## config.mk

```make
export PLATFORM = sky130hd
export DESIGN_NAME = display_strip_scheduler
export DESIGN_NICKNAME = d
export VERILOG_FILES = /design/src/rtl/dss_pkg.sv /design/src/rtl/dss_strip_mem.sv /design/src/rtl/dss_check.sv /design/src/rtl/display_strip_scheduler.sv
export VERILOG_INCLUDE_DIRS = /design/src /design/src/rtl
export SDC_FILE = /design/constraint.sdc
export NUM_CORES = 2
export LEC_CHECK = 0
export BUFFER_PORTS_ARGS = -buffer_cell sky130_fd_sc_hd__clkbuf_2
export CAP_MARGIN = 5
export CORE_ASPECT_RATIO = 0.75
export CORE_MARGIN = 2
export CORE_UTILIZATION = 50
export CTS_CLUSTER_SIZE = 20
export DETAILED_ROUTE_END_ITERATION = 8
export PLACE_DENSITY = 0.66
export SLEW_MARGIN = 0
export SYNTH_ARGS = -nofsm -noshare
export SYNTH_HDL_FRONTEND = slang
export SYNTH_SLANG_ARGS = --single-unit
```

## constraint.sdc

```tcl
create_clock -name clk -period 34.6 [get_ports clk]
set_input_delay 5.19 -clock clk [delete_from_list [all_inputs] [get_ports clk]]
set_output_delay 5.19 -clock clk [all_outputs]
set_load 0.05 [all_outputs]
```

## src/rtl/display_strip_scheduler_macros.svh

```systemverilog
// ----------------------------------------------------------------------------
// display_strip_scheduler_macros
// Assertion macros shared by the strip scheduler RTL.
// ----------------------------------------------------------------------------
`ifndef DISPLAY_STRIP_SCHEDULER_MACROS_SVH
`define DISPLAY_STRIP_SCHEDULER_MACROS_SVH

// same-cycle implication, checked out of reset
`define DSS_ASSERT_IMPLY(lbl, ante, cons, msg) \
  lbl: assert property (@(posedge clk) disable iff (!rst_n) (ante) |-> (cons)) \
    else $error(msg);

// next-cycle implication, checked out of reset
`define DSS_ASSERT_NEXT(lbl, ante, cons, msg) \
  lbl: assert property (@(posedge clk) disable iff (!rst_n) (ante) |=> (cons)) \
    else $error(msg);

`endif

```

## src/rtl/dss_pkg.sv

```systemverilog
// ----------------------------------------------------------------------------
// dss_pkg
// Types, codes and helpers shared by the strip scheduler modules.
// ----------------------------------------------------------------------------
`default_nettype none

package dss_pkg;

  localparam int QUEUE_DEPTH = 16;
  localparam int IDX_W       = (QUEUE_DEPTH > 1) ? $clog2(QUEUE_DEPTH) : 1;
  localparam int CNT_W       = $clog2(QUEUE_DEPTH + 1);

  localparam logic [IDX_W-1:0] LAST_IDX   = IDX_W'(QUEUE_DEPTH - 1);
  localparam logic [IDX_W:0]   DEPTH_EXT  = (IDX_W + 1)'(QUEUE_DEPTH);
  localparam logic [CNT_W-1:0] DEPTH_CNT  = CNT_W'(QUEUE_DEPTH);

  localparam logic [14:0] PANEL_RESET = 15'd256;

  // action codes
  localparam logic [2:0] ACT_SCHEDULE = 3'd0;
  localparam logic [2:0] ACT_FETCH    = 3'd1;
  localparam logic [2:0] ACT_COMPLETE = 3'd2;
  localparam logic [2:0] ACT_ABORT    = 3'd3;
  localparam logic [2:0] ACT_SET_REV  = 3'd4;
  localparam logic [2:0] ACT_READ_CNT = 3'd5;

  // counter select codes; selects below SEL_QUEUED name a statistics counter
  localparam logic [2:0] SEL_QUEUED = 3'd4;

  // statistics counter slots
  localparam logic [1:0] STAT_ACCEPTED  = 2'd0;
  localparam logic [1:0] STAT_COMPLETED = 2'd1;
  localparam logic [1:0] STAT_REJECTED  = 2'd2;
  localparam logic [1:0] STAT_STALE     = 2'd3;

  // configuration register indexes
  localparam logic CFG_PANEL_WIDTH  = 1'b0;
  localparam logic CFG_PANEL_HEIGHT = 1'b1;

  typedef enum logic [2:0] {
    ST_IDLE,
    ST_CHECK,
    ST_SCHED,
    ST_FETCH,
    ST_RETIRE,
    ST_DROP_WAIT,
    ST_DROP_CHK,
    ST_RESP
  } state_t;

  typedef struct packed {
    logic [15:0] left;
    logic [15:0] top;
    logic [15:0] right;
    logic [15:0] bottom;
    logic [15:0] stride;
    logic [31:0] revision;
    logic [31:0] address;
  } strip_entry_t;

  // sequence numbers skip zero on wrap
  function automatic logic [31:0] next_nonzero(input logic [31:0] s);
    logic [31:0] n;
    n = s + 32'd1;
    return (n == 32'd0) ? 32'd1 : n;
  endfunction

endpackage

`default_nettype wire

```

## src/rtl/dss_strip_mem.sv

```systemverilog
// ----------------------------------------------------------------------------
// dss_strip_mem
// Strip entry store: one write port, one registered read port.
// ----------------------------------------------------------------------------
`default_nettype none

module dss_strip_mem
  import dss_pkg::*;
(
  input  wire logic         clk,
  input  wire logic         wr_en,
  input  wire logic [IDX_W-1:0] wr_addr,
  input  wire strip_entry_t wr_data,
  input  wire logic [IDX_W-1:0] rd_addr,
  output strip_entry_t      rd_data
);

  strip_entry_t mem [QUEUE_DEPTH];

  always_ff @(posedge clk) begin
    if (wr_en) begin
      mem[wr_addr] <= wr_data;
    end
  end

  always_ff @(posedge clk) begin
    rd_data <= mem[rd_addr];
  end

endmodule

`default_nettype wire

```

## src/rtl/dss_check.sv

```systemverilog
// ----------------------------------------------------------------------------
// dss_check
// Two-stage strip validation: bounds, alignment, stride and buffer size.
// ----------------------------------------------------------------------------
`default_nettype none

module dss_check
  import dss_pkg::*;
(
  input  wire logic               clk,
  input  wire logic signed [15:0] left_x,
  input  wire logic signed [15:0] top_y,
  input  wire logic signed [15:0] right_x,
  input  wire logic signed [15:0] bottom_y,
  input  wire logic signed [15:0] row_stride,
  input  wire logic [31:0]        revision,
  input  wire logic [31:0]        cur_revision,
  input  wire logic [31:0]        pixel_count,
  input  wire logic [14:0]        panel_width,
  input  wire logic [14:0]        panel_height,
  output logic                    strip_ok
);

  logic signed [16:0] w, h, hm1, stride_ext;
  logic signed [32:0] prod;
  logic               basic_ok_nxt, basic_ok_r;
  logic signed [34:0] need_nxt, need_r;

  always_comb begin
    w          = $signed({right_x[15], right_x}) - $signed({left_x[15], left_x});
    h          = $signed({bottom_y[15], bottom_y}) - $signed({top_y[15], top_y});
    hm1        = h - 17'sd1;
    stride_ext = $signed({row_stride[15], row_stride});
    prod       = hm1 * stride_ext;
    need_nxt   = $signed({{2{prod[32]}}, prod}) + $signed({{18{w[16]}}, w});
    basic_ok_nxt = (revision == cur_revision) &&
                   (w > 17'sd0) && (h > 17'sd0) &&
                   !left_x[15] && !top_y[15] &&
                   ($signed({right_x[15], right_x}) <= $signed({2'b00, panel_width})) &&
                   ($signed({bottom_y[15], bottom_y}) <= $signed({2'b00, panel_height})) &&
                   ((left_x[0] | top_y[0] | w[0] | h[0]) == 1'b0) &&
                   (stride_ext >= w);
  end

  // stage register after the multiply
  always_ff @(posedge clk) begin
    basic_ok_r <= basic_ok_nxt;
    need_r     <= need_nxt;
  end

  assign strip_ok = basic_ok_r && ($signed({3'b000, pixel_count}) >= need_r);

endmodule

`default_nettype wire

```

## src/rtl/display_strip_scheduler.sv

```systemverilog
// ----------------------------------------------------------------------------
// display_strip_scheduler
// Ring queue of display strips with sequence numbers, one strip in flight.
// ----------------------------------------------------------------------------
// One transaction at a time: a command is taken when start is high and busy
// is low, and exactly one result comes back on out_strobe, held for a single
// cycle; the receiver cannot stall it, so it must take every strobe. Schedule
// runs through CHECK and SCHED (the 17x16 size multiply has its own stage),
// fetch through FETCH, read counter and unknown commands through RESP, set
// revision through DROP_CHK, complete/abort through RETIRE, then DROP_WAIT
// and DROP_CHK on success; each stale head dropped afterwards repeats both,
// as the store reads the head through a register. The next command may be
// taken in the cycle the strobe is up. The store needs no clearing pass.
// ----------------------------------------------------------------------------
`default_nettype none

`include "display_strip_scheduler_macros.svh"

module display_strip_scheduler
  import dss_pkg::*;
(
  input  wire logic               clk,
  input  wire logic               rst_n,
  // configuration
  input  wire logic               cfg_we,
  input  wire logic               cfg_index,
  input  wire logic [14:0]        cfg_data,
  // command
  input  wire logic               start,
  output logic                    busy,
  input  wire logic [2:0]         in_action,
  input  wire logic signed [15:0] in_left_x,
  input  wire logic signed [15:0] in_top_y,
  input  wire logic signed [15:0] in_right_x,
  input  wire logic signed [15:0] in_bottom_y,
  input  wire logic signed [15:0] in_row_stride,
  input  wire logic [31:0]        in_revision_in,
  input  wire logic [31:0]        in_pixel_base,
  input  wire logic [31:0]        in_pixel_count,
  input  wire logic [31:0]        in_sequence_number,
  input  wire logic [2:0]         in_counter_select,
  // result
  output logic                    out_strobe,
  output logic                    out_ok,
  output logic [31:0]             out_sequence_out,
  output logic signed [15:0]      out_left,
  output logic signed [15:0]      out_top,
  output logic signed [15:0]      out_right,
  output logic signed [15:0]      out_bottom,
  output logic signed [15:0]      out_stride,
  output logic [31:0]             out_revision,
  output logic [31:0]             out_pixel_base,
  output logic [31:0]             out_counter_value
);

  // control state
  state_t            state_r, state_nxt;
  logic [IDX_W-1:0]  head_r, head_nxt;
  logic [CNT_W-1:0]  count_r, count_nxt;
  logic [31:0]       next_seq_r, next_seq_nxt;
  logic [31:0]       front_r, front_nxt;
  logic [31:0]       inflight_r, inflight_nxt;
  logic [31:0]       cur_rev_r, cur_rev_nxt;
  logic [31:0]       stat_r [4];
  logic [31:0]       stat_nxt [4];
  logic [14:0]       panel_w_r, panel_h_r;

  // latched transaction payload
  logic [2:0]         act_r;
  logic signed [15:0] x0_r, y0_r, x1_r, y1_r, stride_r;
  logic [31:0]        rev_r, base_r, pcount_r, seq_r;
  logic [2:0]         sel_r;

  // result registers
  logic               strobe_r, strobe_nxt;
  logic               ok_r, ok_nxt;
  logic [31:0]        seq_out_r, seq_out_nxt;
  strip_entry_t       strip_out_r, strip_out_nxt;
  logic [31:0]        cnt_out_r, cnt_out_nxt;

  // store ports
  logic               wr_en;
  logic [IDX_W-1:0]   tail;
  logic [IDX_W:0]     tail_sum;
  strip_entry_t       wr_data, head_entry;

  logic               accept, strip_ok, full, retire_hit;
  logic [IDX_W-1:0]   head_inc;

  assign accept = start && !busy;
  assign busy   = (state_r != ST_IDLE);

  // tail is head + count modulo the queue depth
  assign tail_sum = {1'b0, head_r} + (IDX_W + 1)'(count_r);
  assign tail     = (tail_sum >= DEPTH_EXT) ? IDX_W'(tail_sum - DEPTH_EXT)
                                            : tail_sum[IDX_W-1:0];
  assign head_inc = (head_r == LAST_IDX) ? '0 : head_r + 1'b1;
  assign full     = (count_r == DEPTH_CNT);

  assign retire_hit = (count_r != '0) && (seq_r == front_r) && (seq_r == inflight_r);

  assign wr_data = '{left: x0_r, top: y0_r, right: x1_r, bottom: y1_r,
                     stride: stride_r, revision: rev_r, address: base_r};

  // head is read every cycle; a write is never followed by a head read
  // in the same cycle because busy holds off the next transaction
  dss_strip_mem u_mem (
    .clk     (clk),
    .wr_en   (wr_en),
    .wr_addr (tail),
    .wr_data (wr_data),
    .rd_addr (head_r),
    .rd_data (head_entry)
  );

  dss_check u_check (
    .clk          (clk),
    .left_x       (x0_r),
    .top_y        (y0_r),
    .right_x      (x1_r),
    .bottom_y     (y1_r),
    .row_stride   (stride_r),
    .revision     (rev_r),
    .cur_revision (cur_rev_r),
    .pixel_count  (pcount_r),
    .panel_width  (panel_w_r),
    .panel_height (panel_h_r),
    .strip_ok     (strip_ok)
  );

  // next state, queue update and result
  always_comb begin
    state_nxt    = state_r;
    head_nxt     = head_r;
    count_nxt    = count_r;
    next_seq_nxt = next_seq_r;
    front_nxt    = front_r;
    inflight_nxt = inflight_r;
    cur_rev_nxt  = cur_rev_r;
    stat_nxt     = stat_r;
    wr_en        = 1'b0;
    strobe_nxt   = 1'b0;
    ok_nxt       = 1'b0;
    seq_out_nxt  = '0;
    strip_out_nxt = '0;
    cnt_out_nxt  = '0;

    case (state_r)
      ST_IDLE: begin
        if (accept) begin
          case (in_action)
            ACT_SCHEDULE: state_nxt = ST_CHECK;
            ACT_FETCH:    state_nxt = ST_FETCH;
            ACT_COMPLETE: state_nxt = ST_RETIRE;
            ACT_ABORT:    state_nxt = ST_RETIRE;
            ACT_SET_REV: begin
              // head read in this cycle is still valid for the drop check
              cur_rev_nxt = in_revision_in;
              state_nxt   = ST_DROP_CHK;
            end
            default:      state_nxt = ST_RESP;
          endcase
        end
      end

      ST_CHECK: state_nxt = ST_SCHED;

      ST_SCHED: begin
        strobe_nxt = 1'b1;
        state_nxt  = ST_IDLE;
        if (strip_ok && !full) begin
          wr_en        = 1'b1;
          next_seq_nxt = next_nonzero(next_seq_r);
          if (count_r == '0) begin
            front_nxt = next_seq_r;
          end
          count_nxt = count_r + 1'b1;
          stat_nxt[STAT_ACCEPTED] = stat_r[STAT_ACCEPTED] + 32'd1;
          ok_nxt      = 1'b1;
          seq_out_nxt = next_seq_r;
        end else begin
          stat_nxt[STAT_REJECTED] = stat_r[STAT_REJECTED] + 32'd1;
          if (rev_r != cur_rev_r) begin
            stat_nxt[STAT_STALE] = stat_r[STAT_STALE] + 32'd1;
          end
        end
      end

      ST_FETCH: begin
        strobe_nxt = 1'b1;
        state_nxt  = ST_IDLE;
        if ((count_r != '0) && (inflight_r == 32'd0)) begin
          inflight_nxt  = front_r;
          ok_nxt        = 1'b1;
          seq_out_nxt   = front_r;
          strip_out_nxt = head_entry;
        end
      end

      ST_RETIRE: begin
        if (retire_hit) begin
          head_nxt  = head_inc;
          count_nxt = count_r - 1'b1;
          front_nxt = (count_r == CNT_W'(1)) ? 32'd0 : next_nonzero(front_r);
          if (act_r == ACT_COMPLETE) begin
            stat_nxt[STAT_COMPLETED] = stat_r[STAT_COMPLETED] + 32'd1;
          end else begin
            stat_nxt[STAT_REJECTED] = stat_r[STAT_REJECTED] + 32'd1;
          end
          inflight_nxt = 32'd0;
          state_nxt    = ST_DROP_WAIT;
        end else begin
          strobe_nxt = 1'b1;
          state_nxt  = ST_IDLE;
        end
      end

      // head moved: wait for the store's read register to present the new head
      ST_DROP_WAIT: state_nxt = ST_DROP_CHK;

      ST_DROP_CHK: begin
        if ((count_r != '0) && (inflight_r == 32'd0) &&
            (head_entry.revision != cur_rev_r)) begin
          head_nxt  = head_inc;
          count_nxt = count_r - 1'b1;
          front_nxt = (count_r == CNT_W'(1)) ? 32'd0 : next_nonzero(front_r);
          stat_nxt[STAT_REJECTED] = stat_r[STAT_REJECTED] + 32'd1;
          stat_nxt[STAT_STALE]    = stat_r[STAT_STALE] + 32'd1;
          state_nxt = ST_DROP_WAIT;
        end else begin
          strobe_nxt = 1'b1;
          ok_nxt     = 1'b1;
          state_nxt  = ST_IDLE;
        end
      end

      ST_RESP: begin
        strobe_nxt = 1'b1;
        state_nxt  = ST_IDLE;
        if (act_r == ACT_READ_CNT) begin
          if (sel_r == SEL_QUEUED) begin
            ok_nxt      = 1'b1;
            cnt_out_nxt = 32'(count_r);
          end else if (sel_r < SEL_QUEUED) begin
            ok_nxt      = 1'b1;
            cnt_out_nxt = stat_r[sel_r[1:0]];
          end
        end
      end

      default: state_nxt = ST_IDLE;
    endcase
  end

  // control registers
  always_ff @(posedge clk) begin
    if (!rst_n) begin
      state_r    <= ST_IDLE;
      head_r     <= '0;
      count_r    <= '0;
      next_seq_r <= 32'd1;
      front_r    <= '0;
      inflight_r <= '0;
      cur_rev_r  <= '0;
      stat_r     <= '{default: '0};
      panel_w_r  <= PANEL_RESET;
      panel_h_r  <= PANEL_RESET;
      strobe_r   <= 1'b0;
    end else begin
      state_r    <= state_nxt;
      head_r     <= head_nxt;
      count_r    <= count_nxt;
      next_seq_r <= next_seq_nxt;
      front_r    <= front_nxt;
      inflight_r <= inflight_nxt;
      cur_rev_r  <= cur_rev_nxt;
      stat_r     <= stat_nxt;
      strobe_r   <= strobe_nxt;
      if (cfg_we) begin
        if (cfg_index == CFG_PANEL_WIDTH) begin
          panel_w_r <= cfg_data;
        end else begin
          panel_h_r <= cfg_data;
        end
      end
    end
  end

  // transaction payload, captured on acceptance
  always_ff @(posedge clk) begin
    if (accept) begin
      act_r    <= in_action;
      x0_r     <= in_left_x;
      y0_r     <= in_top_y;
      x1_r     <= in_right_x;
      y1_r     <= in_bottom_y;
      stride_r <= in_row_stride;
      rev_r    <= in_revision_in;
      base_r   <= in_pixel_base;
      pcount_r <= in_pixel_count;
      seq_r    <= in_sequence_number;
      sel_r    <= in_counter_select;
    end
  end

  // result payload
  always_ff @(posedge clk) begin
    ok_r        <= ok_nxt;
    seq_out_r   <= seq_out_nxt;
    strip_out_r <= strip_out_nxt;
    cnt_out_r   <= cnt_out_nxt;
  end

  assign out_strobe        = strobe_r;
  assign out_ok            = ok_r;
  assign out_sequence_out  = seq_out_r;
  assign out_left          = $signed(strip_out_r.left);
  assign out_top           = $signed(strip_out_r.top);
  assign out_right         = $signed(strip_out_r.right);
  assign out_bottom        = $signed(strip_out_r.bottom);
  assign out_stride        = $signed(strip_out_r.stride);
  assign out_revision      = strip_out_r.revision;
  assign out_pixel_base    = strip_out_r.address;
  assign out_counter_value = cnt_out_r;

  // a strip in flight is always the queued head
  `DSS_ASSERT_IMPLY(a_inflight_queued, inflight_r != 32'd0, count_r != '0, "in flight with empty queue")
  // front sequence is zero exactly when the queue is empty
  `DSS_ASSERT_IMPLY(a_front_empty, count_r == '0, front_r == 32'd0, "front sequence set on empty queue")
  // one result per transaction, one cycle wide
  `DSS_ASSERT_NEXT(a_strobe_single, out_strobe, !out_strobe, "result strobe held over two cycles")
  // an accepted transaction always occupies the block
  `DSS_ASSERT_NEXT(a_accept_busy, accept, busy, "accepted transaction left block idle")

endmodule

`default_nettype wire

```

-- Word-level counts from Yosys, hierarchy flattened
Memory sizes are Yosys's and may differ from the RTL's. A register that Yosys moved wholly into a read port is not among the register bits.
Index checks and enable logic that the tools add are counted.
- eq/ne operators: 31
- reduce and logical (&&, ||, !) cells: 47
- order comparisons: 9
- bitwise operators: 9
- mux-type cells: 52
- add/sub/neg operators: 15
- $mul: 1
- operators by type and width (operator ; number):
    two-way mux 32 bit ; 16
    adder 32 x 1 -> 32 bit, second input constant ; 6
    one-hot mux 32 bit (2 select lines) ; 3
    one-hot mux 32 bit (3 select lines) ; 2
    two-way mux 64 bit ; 2
    == test 32 bit ; 3
    logical NOT 32 bit ; 3
    binary-select mux 32 bit (select 2 bit) ; 1
    inequality test 32 bit ; 2
    >= comparator 33 x 35 -> 1 bit ; 1
    adder 33 x 17 -> 34 bit ; 1
    greater-than comparator 17 x 1 -> 1 bit, second input constant ; 2
    subtractor 16 x 16 -> 17 bit ; 2
    multiplier 17 x 16 -> 33 bit ; 1
    less-or-equal comparator 16 bit ; 2
    two-way mux 5 bit ; 5
    == test 3 bit, second input constant ; 7
    inequality test 2 bit, second input constant ; 9
    one-hot mux 3 bit (6 select lines) ; 1
    >= comparator 16 x 17 -> 1 bit ; 1
    subtractor 17 x 2 -> 17 bit, second input constant ; 1
    two-way mux 4 bit ; 4
    == test 3 x 2 -> 1 bit, second input constant ; 5
    logical AND 1 bit ; 15
    35 further kinds ; 69
- output and inout bits: 211
- memories: 1
- input bits: 234
- register bits after elaboration: 758
- RAM bits: 2304
- memories (memory ; depth ; width ; rd ports ; clocked after memory_dff ; write ports ; line ; source):
    u_mem.mem ; 16 ; 144 ; 1 ; 1 ; 1 ; dss_strip_mem.sv:18 ; strip_entry_t mem [QUEUE_DEPTH];

-- Depth between registers and ports, before layout
- depth in word-level cells: 10
- depth in mapped cells: 35

-- Modules after synthesis
A second synthesis with hierarchy kept.
- cell total of the unflattened synthesis: 8372
- area, all modules: 134088.6 sq um
- by module, submodules not included (module ; instances ; sequential area each (sq um) ; cells each ; area an instance (sq um)):
    dss_strip_mem ; 1 ; 72069.1 ; 3773 ; 89444.5
    display_strip_scheduler ; 1 ; 16595.9 ; 2728 ; 28418.5
    dss_check ; 1 ; 700.7 ; 1871 ; 16225.6

-- Worst setup path before layout
OpenSTA, ideal clock, no wires.
- kind: register to register
- from: register pcount_r[14]
- to: memory u_mem.mem[12][0] (netlist name) (enable)
- setup time: 1.000 ns
- arrival time: 16.088 ns
- required time: 33.600 ns
- path slack: 17.512 ns
- cell stages (with the launch flop): 12
- cell sequence: edfxtp_1 ha_1 nand4_1 nor4_1 o21ai_0 a31oi_1 o21a_1 clkbuf_1 clkbuf_1 buf_1 nand2_1 nor4_1
- word-level cells in the longest chain between the ends: 7
- ends and longest elaborated chain (element ; line ; source):
    start, declared ; display_strip_scheduler.sv:71 ; logic [31:0] rev_r, base_r, pcount_r, seq_r;
    start signal, assigned ; display_strip_scheduler.sv:300 ; pcount_r <= in_pixel_count;
    >= comparator 33 x 35 -> 1 bit ; dss_check.sv:51 ; assign strip_ok = basic_ok_r && ($signed({3'b000, pixel_count}) >= need_r);
    logical AND 1 bit ; dss_check.sv:51 ;
    logical AND 1 bit ; display_strip_scheduler.sv:171 ; if (strip_ok && !full) begin
    two-way mux 1 bit ; display_strip_scheduler.sv:171 ;
    two-way mux 1 bit ; display_strip_scheduler.sv:148 ; case (state_r)
    two-way mux 1 bit ; dss_strip_mem.sv:21 ; if (wr_en) begin
    two-way mux 1 bit (not written as such) ; dss_strip_mem.sv:22 ; mem[wr_addr] <= wr_data;
    end, declared ; dss_strip_mem.sv:18 ;
No other way between the ends.

-- Worst setup path after layout
- from: register y1_r[0]
- to: register u_check.need_r[30]
- word-level cells in the longest chain between the ends: 4
- ends and longest elaborated chain (element ; line ; source):
    start, declared ; display_strip_scheduler.sv:70 ; logic signed [15:0] x0_r, y0_r, x1_r, y1_r, stride_r;
    start signal, assigned ; display_strip_scheduler.sv:296 ; y1_r <= in_bottom_y;
    subtractor 16 x 16 -> 17 bit ; dss_check.sv:31 ; h = $signed({bottom_y[15], bottom_y}) - $signed({top_y[15], top_y});
    subtractor 17 x 2 -> 17 bit ; dss_check.sv:32 ; hm1 = h - 17'sd1;
    multiplier 17 x 16 -> 33 bit ; dss_check.sv:34 ; prod = hm1 * stride_ext;
    adder 33 x 17 -> 34 bit ; dss_check.sv:35 ; need_nxt = $signed({{2{prod[32]}}, prod}) + $signed({{18{w[16]}}, w});
    net u_check.need_nxt[30] ; dss_check.sv:27 ; logic signed [34:0] need_nxt, need_r;
    end signal, assigned ; dss_check.sv:48 ; need_r <= need_nxt;
    end, declared ; dss_check.sv:27 ;
The timed path passes the listed nets, and every way through them passes these cells.
A chain may end at the register's enable or synchronous reset.

==> summary.txt <==
Timing
  – Count of pins over their slew limit: 0
  – Tmin final: 10,070 ps
  – Total Neg Setup Slack: 0 ps
  – Final Cycle Share: 29.1%
  – Number of endpoints failing setup at the final stage: 0
  – Worst slew slack as a fraction of its limit: 17.6%
  – Hold_ws: 418 ps
  – Number of hold violations in the final report: 0
  – Setup repair after global routing missed its margin: false
  – Setup Skew: 45.7 ps
  – Top achievable clock speed: 99.3 MHz
  – Transition time at the pin with the least slew margin: 1240 ps

Routing
  – Iteration-0 DRC Markers: 8,124
  – Number of optimization iterations in the first detailed-route pass: 6
  – Via total after detailed routing: 73.2k
  – Routed WL per cell: 28.5 um
  – Remaining routing DRC violations: 0
  – Vias per cell: 5.95
  – Routed Wire Length: 350 mm
  – Detail Route Antenna Nets: 0

Worst setup path
  – Stage delay of the slowest cell on the critical path: 810 ps
  – CP Max Fanout: 17
  – Crit. End Element: flip-flop
  – Critical path data required time: 35,410 ps
  – Kind of launch point of the worst setup path: flip-flop
  – Most used cell, CP: sky130_fd_sc_hd__fa_1
  – Critical Setup Path Class: flip-flop to flip-flop
  – Endpoint arrival time on the critical path: 10,880 ps
  – Critical path's slowest cell: sky130_fd_sc_hd__xnor2_2

Run
  – Max-cap violations: 0

Synth
  – Gate count of the mapped netlist: 7,944
  – Post-synthesis instance area: 134,000 sq um
  – Mean post-synth cell area: 16.8 sq um
  – Seq/Total Area, Yosys: 66.8%
  – Synth warnings: 0
  – Post-synthesis net count: 8,694
  – Count of cell types in the netlist: 99
  – Async set or reset register ratio after synthesis: 0%
  – Number of synthesized flops with an enable pin: 2,518
  – Number of synthesized register bits: 3,205
  – Top flip-flop cell by instance count after synthesis: sky130_fd_sc_hd__edfxtp_1

GRT
  – First-pass GRT wire length: 511 mm
  – Vias in the first global route: 73.8k
  – Antenna violations before repair: 42
  – All-layer global routing usage: 25.7%
  – Total gr overflow: 0
  – Maximum number of pins on one net before global-route repair: 104

Placement
  – Placer's final routability congestion estimate: 0.908
  – Buffers added on ports: 444
  – Detail Placement HPWL: 208 mm

Status
  – Outcome: finished clean

Min path
  – Worst min-delay path class: flip-flop to flip-flop

Floorplan
  – Std-Cell Core Area: 266,000 sq um
  – Initial Utilization: 50.3%
  – Count of pins on the block boundary: 445
  – Row count: 164
  – DIE WIDTH: 601 um
  – Die area: 272,000 sq um
  – Chip height: 452 um

CTS
  – CTS tree: done
  – Later-pin clock latency in the skew report: 880 ps
  – CTS Buffer Depth: 4
  – Setup bufs post-CTS: 0
  – Clk slew on worst S/H paths: 60 ps
  – Count of cells resized by post-cts repair: 0
  – TritonCTS sink count: 3,205
  – Hold Buf Count CTS: 0
  – Total CTS buffers: 314
  – H-tree lvl count: 5
  – CTS Root Cell: sky130_fd_sc_hd__clkbuf_16

Cells and area
  – Share of layout cells above drive strength 1: 21.5%
  – Sequential cell area: 89,400 sq um
  – Layout Nets: 9,199
  – Fillers: 20.4k
  – Top library cells by usage in the layout, fill and taps aside: 2,518 x sky130_fd_sc_hd__edfxtp_1, 752 x sky130_fd_sc_hd__mux4_2, 683 x sky130_fd_sc_hd__dfxtp_1
  – Core utilization of the finished layout: 56.6%
  – Area occupied by multi-input gates: 41,100 sq um
  – Most common cell after layout, fill and taps aside: sky130_fd_sc_hd__edfxtp_1
  – Area added between synthesis and finish: 12.5%

Power
  – Power per unit of standard cell area: 106 nW/um^2
  – IR Drop Worst-Case VDD: 0.491 mV
  – Static leakage power: 0.0513 uW
-- registers in the layout (all words and copies together) (netlist names), 32 cells and up --
signal and cells:
u_mem.mem 2304, u_mem.rd_data 144, stat_r 128, u_check.need_r 34, base_r 32, cur_rev_r 32
front_r 32, inflight_r 32, next_seq_r 32, out_counter_value 32, out_pixel_base 32, out_revision 32
out_sequence_out 32, pcount_r 32, rev_r 32, seq_r 32
-- layout make-up --
class	count	area share [%]
antenna	18	0.0299
clock buffer	435	5.82
clock inverter	137	0.938
inverter	518	1.30
multi-input combinational	3829	27.3
sequential	3205	59.4
tap	3569	2.97
timing repair buffer	581	2.24
-- through the flow --
step / setup WS (ps) / std cells / power (uW) / instance area [sq um]
after global placement: 24740 / 11700 / 12500 / 140000
after detailed placement: 24590 / 11700 / 12500 / 140000
final: 24530 / 12300 / 16000 / 151000
after CTS: 24540 / 12300 / 16100 / 150000
after global routing: 23790 / 12300 / 17300 / 151000
after floorplan: 17510 / 7944 / 10600 / 134000
-- routing by layer --
layer	track usage, %	share of wire (%)	vias up
met5	0	0.0077	-
met4	8.18	3.2	4
met3	3.76	7.0	563
met2	41.9	49	2976
met1	36.0	41	38500
li1	-	-	31100
-- kinds of logic (layout without fill, tap and decap cells) --
kind of cell    after synthesis  count (layout)  synth area share (%)
flops                      3205            3205                  66.8
simple gates               1614            1614                  6.24
buf+inv                     910            1671                  2.61
mux                         764             764                  12.7
compound gates              633             633                  3.10
fa+ha+maj                   516             516                  6.53
xor+xnor                    302             302                  1.98
other cells                   0              18                     0
-- power breakdown --
part           internal [uW]  leakage, uW  switching (uW)
Sequential              4380       0.0283            80.9
Clock                   1960      0.00496            1450
Combinational           3380       0.0180            4740
-- critical path: cells and delay by family (launching register included) --
family / cells / cell delay (ps)
and+or+nand+nor: 7 / 1800
xor gates and xnor gates: 1 / 810
DFF: 1 / 650
adders and majority gates: 9 / 3890
AOI/OAI and AO/OA: 8 / 2430
buffers and inverters: 5 / 410
-- Yosys cell counts (37+ instances only) --
cell type	instances	share of area (%)
sky130_fd_sc_hd__xnor2_1	164	1.1
sky130_fd_sc_hd__buf_1	66	0.19
sky130_fd_sc_hd__nand2_1	439	1.2
sky130_fd_sc_hd__nor2_1	275	0.77
sky130_fd_sc_hd__nor4_1	65	0.30
sky130_fd_sc_hd__or3_1	37	0.17
sky130_fd_sc_hd__nor3_1	88	0.33
sky130_fd_sc_hd__nand3_1	101	0.38
sky130_fd_sc_hd__ha_1	212	2.0
sky130_fd_sc_hd__edfxtp_1	2518	57
sky130_fd_sc_hd__inv_1	518	1.5
sky130_fd_sc_hd__fa_1	304	4.5
sky130_fd_sc_hd__xor2_1	137	0.90
sky130_fd_sc_hd__mux4_2	752	13
sky130_fd_sc_hd__a22o_1	41	0.27
sky130_fd_sc_hd__and3_1	63	0.29
sky130_fd_sc_hd__dfxtp_1	687	10
sky130_fd_sc_hd__a21oi_1	216	0.81
sky130_fd_sc_hd__o21ai_0	102	0.38
sky130_fd_sc_hd__clkbuf_1	291	0.82
sky130_fd_sc_hd__nand4_1	90	0.42
sky130_fd_sc_hd__and2_1	305	1.4
-- worst paths after layout --
kind	end	startpoint	cells after the start	slack [ps]
min	out_right[9]	u_mem.rd_data[105]	1	420
max	u_check.need_r[30]	y1_r[0]	30	24530
max reg2reg	u_check.need_r[30]	y1_r[0]	30	24530
min reg2reg	out_right[9]	u_mem.rd_data[105]	1	420
Power figures use the tool's default switching activity.
